File: src/sv/drt_pkg.sv
// Shared constants and types for the dirty rectangle tracker.
package drt_pkg;

    localparam int MAX_SLOTS   = 8;
    localparam int LAYER_TOTAL = 2;
    localparam int LAYER_W     = 1;
    localparam int SLOT_W      = (MAX_SLOTS > 1) ? $clog2(MAX_SLOTS) : 1;
    localparam int CNT_W       = $clog2(MAX_SLOTS + 1);
    localparam int ADDR_W      = LAYER_W + SLOT_W;
    localparam int STORE_DEPTH = LAYER_TOTAL << SLOT_W;
    localparam int CFG_W       = 12;
    localparam int CFG_IDX_W   = 1;

    localparam logic [CFG_W-1:0] SCREEN_LIMIT = 12'd2048;
    localparam logic [CFG_W-1:0] WIDTH_RESET  = 12'd320;
    localparam logic [CFG_W-1:0] HEIGHT_RESET = 12'd240;

    localparam logic [CFG_IDX_W-1:0] CFG_SCREEN_WIDTH  = 1'b0;
    localparam logic [CFG_IDX_W-1:0] CFG_SCREEN_HEIGHT = 1'b1;

    localparam logic OP_MARK  = 1'b0;
    localparam logic OP_CLEAR = 1'b1;

    typedef enum logic [1:0] {
        MS_APPENDED = 2'd0,
        MS_COVERED  = 2'd1,
        MS_FOLDED   = 2'd2,
        MS_CLIPPED  = 2'd3
    } mark_status_t;

    typedef struct packed {
        logic [10:0] x;
        logic [10:0] y;
        logic [11:0] w;
        logic [11:0] h;
    } box_t;

    localparam int BOX_W = $bits(box_t);

endpackage

File: src/sv/dirty_rectangle_tracker.sv
// Dirty rectangle tracker top level: per-layer rectangle lists in one RAM.
//
// Input words (s_*) carry a mark or a clear for one layer; result words
// (m_*) come out on a valid/ready channel with an output register, so a
// new input word is taken while a result still waits for the receiver.
// A mark clips its rectangle to the screen on acceptance, then scans the
// layer's list one slot a cycle through the RAM read port, stopping on
// the first stored rectangle that contains it; it then appends, or folds
// into the last slot when the list is full. A mark returns one status
// word (appended, covered, folded or clipped); a clipped-away mark skips
// the scan. A clear returns one word per stored rectangle, one per cycle
// while the receiver takes them, or a single empty word for an empty
// list. One item is in flight at a time; s_ready rises the cycle after
// the item's last word is loaded. The rate is set by the single RAM
// read port. Reset empties all lists (counts to zero), sets the screen
// size to 320 x 240 and drops any pending result. While the receiver
// stalls the block holds its current result; a scan goes on, and the
// block waits only when it has its next word to load.
module dirty_rectangle_tracker
    import drt_pkg::*;
(
    input  logic                 aclk,
    input  logic                 aresetn,
    input  logic                 cfg_wr_en,
    input  logic [CFG_IDX_W-1:0] cfg_index,
    input  logic [CFG_W-1:0]     cfg_data,
    input  logic                 s_valid,
    output logic                 s_ready,
    input  logic                 s_operation,
    input  logic                 s_layer,
    input  logic signed [15:0]   s_rect_x,
    input  logic signed [15:0]   s_rect_y,
    input  logic signed [15:0]   s_rect_w,
    input  logic signed [15:0]   s_rect_h,
    output logic                 m_valid,
    input  logic                 m_ready,
    output logic [1:0]           m_mark_status,
    output logic                 m_rect_valid,
    output logic [10:0]          m_out_x,
    output logic [10:0]          m_out_y,
    output logic [11:0]          m_out_w,
    output logic [11:0]          m_out_h,
    output logic                 m_has_content,
    output logic                 m_last
);

    typedef enum logic [3:0] {
        ST_IDLE = 4'b0001,
        ST_SCAN = 4'b0010,
        ST_EMIT = 4'b0100,
        ST_RESP = 4'b1000
    } state_t;

    state_t state_reg, state_next;

    logic [CFG_W-1:0]   scr_w_reg, scr_h_reg;
    logic [CNT_W-1:0]   cnt_reg [LAYER_TOTAL];
    logic [LAYER_W-1:0] lay_reg, lay_next;
    logic [CNT_W-1:0]   n_reg, n_next;
    logic [CNT_W-1:0]   idx_reg, idx_next;
    logic               cmp_vld_reg, cmp_vld_next;
    box_t               box_reg, box_next;
    mark_status_t       res_status_reg, res_status_next;
    logic               res_content_reg, res_content_next;

    logic               m_valid_reg;
    logic [1:0]         m_status_reg;
    logic               m_rvalid_reg, m_content_reg, m_last_reg;
    box_t               m_box_reg;

    logic               out_free, out_load;
    logic [1:0]         out_status;
    logic               out_rvalid, out_content, out_last;
    box_t               out_box;

    logic               cnt_clr, cnt_inc;
    logic [CNT_W-1:0]   cnt_cur;

    logic               rd_en, wr_en;
    logic [ADDR_W-1:0]  rd_addr, wr_addr;
    box_t               rd_box, wr_box;
    logic [BOX_W-1:0]   rd_data;

    // clipping
    logic [CFG_W-1:0]   sw, sh;
    logic signed [18:0] ix, iy, iw, ih, xl, yl, wl, hl, rgt, bot, w2, h2, sw19, sh19;
    logic               kept;
    box_t               clip_box;

    // containment and folding
    logic [12:0]        c_rx, c_by, r_rx, r_by, f_rx, f_by;
    logic [10:0]        f_x, f_y;
    logic               hit;
    box_t               fold_box;

    assign sw   = (scr_w_reg > SCREEN_LIMIT) ? SCREEN_LIMIT : scr_w_reg;
    assign sh   = (scr_h_reg > SCREEN_LIMIT) ? SCREEN_LIMIT : scr_h_reg;
    assign sw19 = signed'({7'd0, sw});
    assign sh19 = signed'({7'd0, sh});

    always_comb begin
        ix   = {{3{s_rect_x[15]}}, s_rect_x};
        iy   = {{3{s_rect_y[15]}}, s_rect_y};
        iw   = {{3{s_rect_w[15]}}, s_rect_w};
        ih   = {{3{s_rect_h[15]}}, s_rect_h};
        xl   = ix[18] ? '0 : ix;
        yl   = iy[18] ? '0 : iy;
        wl   = ix[18] ? iw + ix : iw;
        hl   = iy[18] ? ih + iy : ih;
        rgt  = xl + wl;
        bot  = yl + hl;
        w2   = (rgt > sw19) ? sw19 - xl : wl;
        h2   = (bot > sh19) ? sh19 - yl : hl;
        kept = !w2[18] && (w2 != '0) && !h2[18] && (h2 != '0);
        clip_box.x = xl[10:0];
        clip_box.y = yl[10:0];
        clip_box.w = w2[11:0];
        clip_box.h = h2[11:0];
    end

    assign rd_box = box_t'(rd_data);

    always_comb begin
        c_rx = {2'd0, box_reg.x} + {1'b0, box_reg.w};
        c_by = {2'd0, box_reg.y} + {1'b0, box_reg.h};
        r_rx = {2'd0, rd_box.x} + {1'b0, rd_box.w};
        r_by = {2'd0, rd_box.y} + {1'b0, rd_box.h};
        hit  = cmp_vld_reg && (box_reg.x >= rd_box.x) && (box_reg.y >= rd_box.y)
               && (c_rx <= r_rx) && (c_by <= r_by);
        f_rx = (r_rx > c_rx) ? r_rx : c_rx;
        f_by = (r_by > c_by) ? r_by : c_by;
        f_x  = (box_reg.x < rd_box.x) ? box_reg.x : rd_box.x;
        f_y  = (box_reg.y < rd_box.y) ? box_reg.y : rd_box.y;
        fold_box.x = f_x;
        fold_box.y = f_y;
        fold_box.w = 12'(f_rx - {2'd0, f_x});
        fold_box.h = 12'(f_by - {2'd0, f_y});
    end

    assign cnt_cur  = cnt_reg[s_layer];
    assign out_free = !m_valid_reg || m_ready;
    assign s_ready  = (state_reg == ST_IDLE);

    always_comb begin
        state_next       = state_reg;
        lay_next         = lay_reg;
        n_next           = n_reg;
        idx_next         = idx_reg;
        cmp_vld_next     = 1'b0;
        box_next         = box_reg;
        res_status_next  = res_status_reg;
        res_content_next = res_content_reg;
        cnt_clr          = 1'b0;
        cnt_inc          = 1'b0;
        rd_en            = 1'b0;
        rd_addr          = {lay_reg, idx_reg[SLOT_W-1:0]};
        wr_en            = 1'b0;
        wr_addr          = {lay_reg, n_reg[SLOT_W-1:0]};
        wr_box           = box_reg;
        out_load         = 1'b0;
        out_status       = MS_APPENDED;
        out_rvalid       = 1'b0;
        out_box          = '0;
        out_content      = 1'b0;
        out_last         = 1'b1;
        case (state_reg)
            ST_IDLE: begin
                if (s_valid) begin
                    lay_next = s_layer;
                    n_next   = cnt_cur;
                    if (s_operation == OP_MARK) begin
                        box_next = clip_box;
                        idx_next = '0;
                        if (!kept) begin
                            res_status_next  = MS_CLIPPED;
                            res_content_next = (cnt_cur != '0);
                            state_next       = ST_RESP;
                        end else begin
                            state_next = ST_SCAN;
                        end
                    end else begin
                        cnt_clr = 1'b1;
                        if (cnt_cur == '0) begin
                            res_status_next  = MS_APPENDED;
                            res_content_next = 1'b0;
                            state_next       = ST_RESP;
                        end else begin
                            rd_en      = 1'b1;
                            rd_addr    = {s_layer, {SLOT_W{1'b0}}};
                            idx_next   = CNT_W'(1);
                            state_next = ST_EMIT;
                        end
                    end
                end
            end
            ST_SCAN: begin
                res_content_next = 1'b1;
                if (hit) begin
                    res_status_next = MS_COVERED;
                    state_next      = ST_RESP;
                end else if (idx_reg < n_reg) begin
                    rd_en        = 1'b1;
                    idx_next     = idx_reg + 1'b1;
                    cmp_vld_next = 1'b1;
                end else if (n_reg == CNT_W'(MAX_SLOTS)) begin
                    // rd_data holds the last slot here
                    wr_en           = 1'b1;
                    wr_addr         = {lay_reg, SLOT_W'(MAX_SLOTS - 1)};
                    wr_box          = fold_box;
                    res_status_next = MS_FOLDED;
                    state_next      = ST_RESP;
                end else begin
                    wr_en           = 1'b1;
                    cnt_inc         = 1'b1;
                    res_status_next = MS_APPENDED;
                    state_next      = ST_RESP;
                end
            end
            ST_EMIT: begin
                if (out_free) begin
                    out_load   = 1'b1;
                    out_rvalid = 1'b1;
                    out_box    = rd_box;
                    out_last   = (idx_reg == n_reg);
                    if (idx_reg != n_reg) begin
                        rd_en    = 1'b1;
                        idx_next = idx_reg + 1'b1;
                    end else begin
                        state_next = ST_IDLE;
                    end
                end
            end
            ST_RESP: begin
                if (out_free) begin
                    out_load    = 1'b1;
                    out_status  = res_status_reg;
                    out_content = res_content_reg;
                    state_next  = ST_IDLE;
                end
            end
            default: begin
                state_next = ST_IDLE;
            end
        endcase
    end

    always_ff @(posedge aclk) begin
        if (!aresetn) begin
            state_reg   <= ST_IDLE;
            scr_w_reg   <= WIDTH_RESET;
            scr_h_reg   <= HEIGHT_RESET;
            m_valid_reg <= 1'b0;
            for (int i = 0; i < LAYER_TOTAL; i++) begin
                cnt_reg[i] <= '0;
            end
        end else begin
            state_reg <= state_next;
            if (cfg_wr_en) begin
                case (cfg_index)
                    CFG_SCREEN_WIDTH:  scr_w_reg <= cfg_data;
                    CFG_SCREEN_HEIGHT: scr_h_reg <= cfg_data;
                    default: begin
                    end
                endcase
            end
            if (cnt_clr) begin
                cnt_reg[s_layer] <= '0;
            end else if (cnt_inc) begin
                cnt_reg[lay_reg] <= n_reg + 1'b1;
            end
            if (out_load) begin
                m_valid_reg <= 1'b1;
            end else if (m_ready) begin
                m_valid_reg <= 1'b0;
            end
        end
    end

    always_ff @(posedge aclk) begin
        lay_reg         <= lay_next;
        n_reg           <= n_next;
        idx_reg         <= idx_next;
        cmp_vld_reg     <= cmp_vld_next;
        box_reg         <= box_next;
        res_status_reg  <= res_status_next;
        res_content_reg <= res_content_next;
        if (out_load) begin
            m_status_reg  <= out_status;
            m_rvalid_reg  <= out_rvalid;
            m_box_reg     <= out_box;
            m_content_reg <= out_content;
            m_last_reg    <= out_last;
        end
    end

    drt_ram #(
        .WIDTH(BOX_W),
        .DEPTH(STORE_DEPTH)
    ) u_store (
        .aclk   (aclk),
        .wr_en  (wr_en),
        .wr_addr(wr_addr),
        .wr_data(wr_box),
        .rd_en  (rd_en),
        .rd_addr(rd_addr),
        .rd_data(rd_data)
    );

    assign m_valid       = m_valid_reg;
    assign m_mark_status = m_status_reg;
    assign m_rect_valid  = m_rvalid_reg;
    assign m_out_x       = m_box_reg.x;
    assign m_out_y       = m_box_reg.y;
    assign m_out_w       = m_box_reg.w;
    assign m_out_h       = m_box_reg.h;
    assign m_has_content = m_content_reg;
    assign m_last        = m_last_reg;

endmodule

File: src/sv/drt_ram.sv
// Generic simple dual-port RAM with registered read.
module drt_ram #(
    parameter int WIDTH = 8,
    parameter int DEPTH = 16
) (
    input  logic                     aclk,
    input  logic                     wr_en,
    input  logic [$clog2(DEPTH)-1:0] wr_addr,
    input  logic [WIDTH-1:0]         wr_data,
    input  logic                     rd_en,
    input  logic [$clog2(DEPTH)-1:0] rd_addr,
    output logic [WIDTH-1:0]         rd_data
);

    logic [WIDTH-1:0] mem [DEPTH];

    always_ff @(posedge aclk) begin
        if (wr_en) begin
            mem[wr_addr] <= wr_data;
        end
        if (rd_en) begin
            rd_data <= mem[rd_addr];
        end
    end

endmodule

File: config.mk
export PLATFORM = sky130hd
export DESIGN_NAME = dirty_rectangle_tracker
export DESIGN_NICKNAME = d
export VERILOG_FILES = /design/src/sv/drt_pkg.sv /design/src/sv/dirty_rectangle_tracker.sv /design/src/sv/drt_ram.sv
export SDC_FILE = /design/constraint.sdc
export NUM_CORES = 2
export LEC_CHECK = 0
export BUFFER_PORTS_ARGS = -buffer_cell sky130_fd_sc_hd__buf_4
export CAP_MARGIN = 40
export CORE_MARGIN = 4
export CORE_UTILIZATION = 40
export DETAILED_ROUTE_END_ITERATION = 8
export SETUP_SLACK_MARGIN = 0.4
export SLEW_MARGIN = 20
export SYNTH_ARGS = -nofsm -noshare
export SYNTH_HDL_FRONTEND = slang
export SYNTH_HIERARCHICAL = 1
export SYNTH_SLANG_ARGS = --single-unit
File: constraint.sdc
create_clock -name aclk -period 11.5 [get_ports aclk]
set_input_delay 0.575 -clock aclk [delete_from_list [all_inputs] [get_ports aclk]]
set_output_delay 0.575 -clock aclk [all_outputs]
set_load 0.05 [all_outputs]
==> summary.md <==
| Metric | Value |
|---|---|
| Outcome | `completed` |
| Reg-to-reg critical path endpoint | `u_store/mem[6][11]` |
| Worst setup SP type | `register` |
| PostCTS Resize Cnt | `0` |
| Register area share after synthesis | `0.607` |
| Setup TNS | `0 ps` |
| Slowest cell on crit path | `or4_1` |
| Placed cell areas | `48,800 sq um` |
| Dpl cells | `4,760` |
| Cell variety after synth | `90` |
| Slew headroom | `0.378` |
| Nets | `3,694` |
| # hold bufs at CTS | `0` |
| Period Utilization, post-route | `0.653` |
| Area Overhead vs Synth | `14.1%` |
| Hold path depth | `3` |
| Kind of critical path | `register to register` |
| Setup violations, final | `0` |
| MaxCap Viol Count | `0` |
| Peak supply drop | `0.173 mV` |
| FMAX | `0.133 GHz` |
| FP Rows | `123` |
| H-tree lvl count | `3` |
| Synthesized flop and latch total | `929` |
| Die width | `345 um` |
| Synthesis Warnings | `6` |
| WL final | `119,000 um` |
| Arr. time, crit path | `7870 ps` |
| Post-CTS Setup Inserts | `0` |
| Worst Setup SP | `u_store/rd_data[24]` |
| Drt wl/cell | `24.1 um` |
| Placer congestion estimate | `0.886` |
| DRC viols | `0` |
| Grt total ovfl | `0` |
| FFs w/ async S/R, synth | `0` |
| Die Ht | `345 um` |
| TritonRoute pass-1 iters | `5` |
| ANT nets after route | `0` |
| Clk_skew | `24.2 ps` |
| GRT Total Usage | `0.196` |
| CP Buf/Inv Count | `2` |
| Antenna violations before repair | `8` |
| Cells after Synth | `3,161` |
| Prevailing post-synth register cell | `edfxtp_1` |
| Reg-to-reg slack, setup | `3990 ps` |
| Critical path required time | `11,860 ps` |
| Boundary Pins | `137` |
| Reg clk slew, reported paths | `70 ps` |
| Layout cells sized above 1 | `0.183` |
| Worst-path fanout max | `20` |
| Initial Utilization | `0.403` |
| Routed vias/inst | `5.64` |
| Area of the core | `113,000 sq um` |
| Synth Cell Area | `45,400 sq um` |
| Final instance area | `51,800 sq um` |
| Worst setup EP type | `register` |
| Clock root buffer | `clkbuf_16` |
| CP peak stage delay | `560 ps` |
| First-pass GRT wire length | `177,000 um` |
| Max reg flops | `736` |
| Minimum clock period | `7510 ps` |
| DRT iter0 DRCs | `2,642` |
| CTS tree | `done` |
| I/O Buffers | `136` |
| Vias in the first global route | `27,800` |
| Max Buffers Root-to-Sink | `3` |
| Final hold violation count | `0` |
| Die area | `119,000 sq um` |
| Largest net degree at the start of global routing | `106` |
| Setup crit end | `u_store/mem[6][11]` |
| EDFF count, synth | `899` |
| Clock Latency Late Sink | `660 ps` |
| Fin cells | `4,939` |
| Crit path depth | `29` |
| Final Slew Violations | `0` |
| Vias | `27,900` |
| CP most frequent cell | `a21oi_1` |
| Synthesized Nets | `3,489` |
| Worst-Margin Slew | `933 ps` |
| Leak Pwr | `18.5 nW` |
| Clk sinks | `929` |
| Unrepaired setup endpoints after global routing | `no` |
| Worst min path class | `primary input to register` |
| WHS | `149 ps` |
| CTS buffer count | `94` |
| PD cells | `201 nW/um^2` |
| Reg2reg start | `u_store/rd_data[24]` |
| Reg2reg path depth | `29` |
| DP HPWL | `81,300 um` |
| Post-synthesis area per instance | `14.4 sq um` |
| Cell family with most CP delay | `compound AO/OA/AOI/OAI gates` |
==> placed cells by master, fill, tap and decap left out, drive strengths merged, types with 15 or more instances in the layout <==
cell type,instances
nand2b,18
xnor2,80
o211ai,16
nor2b,48
o21ai,101
buf,224
clkbuf,121
nand4,22
a21oi,164
nor4,16
clkinv,36
nor2,146
mux2i,30
a31oi,15
ha,232
a211oi,23
nor3,45
mux2,35
nand2,244
and3,15
and2,60
edfxtp,899
or3,18
nand3,42
o21a,35
xor2,26
a21o,51
mux4,184
o31ai,17
a22oi,96
o21bai,27
inv,175
dfxtp,30
==> layer usage <==
metal | track usage | vias up | wire [um]
li1 | - | 12700 | -
met1 | 0.281 | 14000 | 52900
met5 | 0 | - | 0
met4 | 0.0602 | 0 | 3300
met2 | 0.304 | 949 | 53900
met3 | 0.0380 | 146 | 8910
==> where the power goes <==
group / switching (mW) / internal, mW / leakage (nW)
registers: 0.108 / 3.91 / 8.35
logic: 2.03 / 1.47 / 8.70
clock network: 1.25 / 1.63 / 1.41
total: 3.39 / 7.00 / 18.5
==> final cells by class <==
class,instances,area [sq um]
antenna,3,7.51
clock inverter,45,378
fill,9921,60800
inverter,171,642
multi-input combinational,1946,16900
timing repair buffer,224,1950
clock buffer,121,2500
sequential,929,27600
tap,1500,1880
==> worst register-to-register path, delay by kind of cell (launching register included) <==
family	cells	cell delay [ps]
flops	1	430
fa+ha+maj	4	1150
simple gates	3	770
mux	1	400
compound gates	17	3840
buf+inv	2	290
xor+xnor	2	350
==> synthesized netlist by cell type (all sizes together) (5+ instances only) <==
library cell    n  area, sq um
edfxtp        899        27000
nand2         244          916
ha            232         2900
mux4          184         4140
inv           170          638
a21oi         164          825
nor2          146          548
o21ai         101          505
a22oi          96          721
xnor2          80          701
clkbuf         62          233
and2           60          375
buf            53          315
a21o           51          383
nor2b          48          310
nor3           45          225
nand3          42          210
mux2           35          394
o21a           35          263
dfxtp          30          601
mux2i          30          300
o21bai         27          203
xor2           26          228
a211oi         23          200
nand4          22          138
nand2b         18          113
or3            18          113
o31ai          17          138
nor4           16          100
o211ai         16          120
a31oi          15         93.8
and3           15         98.8
fa             12          240
o2111ai         9         78.8
a211o           8         70.1
nand3b          8         60.1
or2             8         50.1
a31o            7         61.3
o221ai          7         73.8
a21boi          6         45.1
a311oi          6         58.8
o311a           6         60.1
nor3b           5         37.5
o211a           5         50.1
==> worst min-delay path by stage <==
stage | from | to
after floorplan | scr_h_reg[0] | scr_h_reg[0]
after global placement | scr_h_reg[0] | scr_h_reg[0]
after detailed placement | scr_w_reg[9] | scr_w_reg[9]
after CTS | cfg_data[6] | scr_h_reg[6]
after global routing | cfg_data[6] | scr_h_reg[6]
final | cfg_data[6] | scr_h_reg[6]
==> cells by family after synthesis <==
group                    count (synthesis)  share of synthesized area
buffers and inverters                  286                     0.0262
AND/OR/NAND/NOR                        714                     0.0762
AO/OA/AOI/OAI                          633                     0.0941
flip-flops                             929                      0.607
adder cells (fa/ha/maj)                244                     0.0692
multiplexers                           249                      0.106
XOR/XNOR                               106                     0.0204
==> through the flow <==
stage | util | power (mW) | worst slack, ps
final | 0.460 | 10.4 | 3990
after global routing | 0.460 | 11.0 | 3420
after CTS | 0.458 | 10.5 | 4080
after detailed placement | 0.433 | 7.58 | 4120
after global placement | 0.431 | 7.56 | 4210
after floorplan | - | 6.61 | 3130
Power figures use the tool's default switching activity.
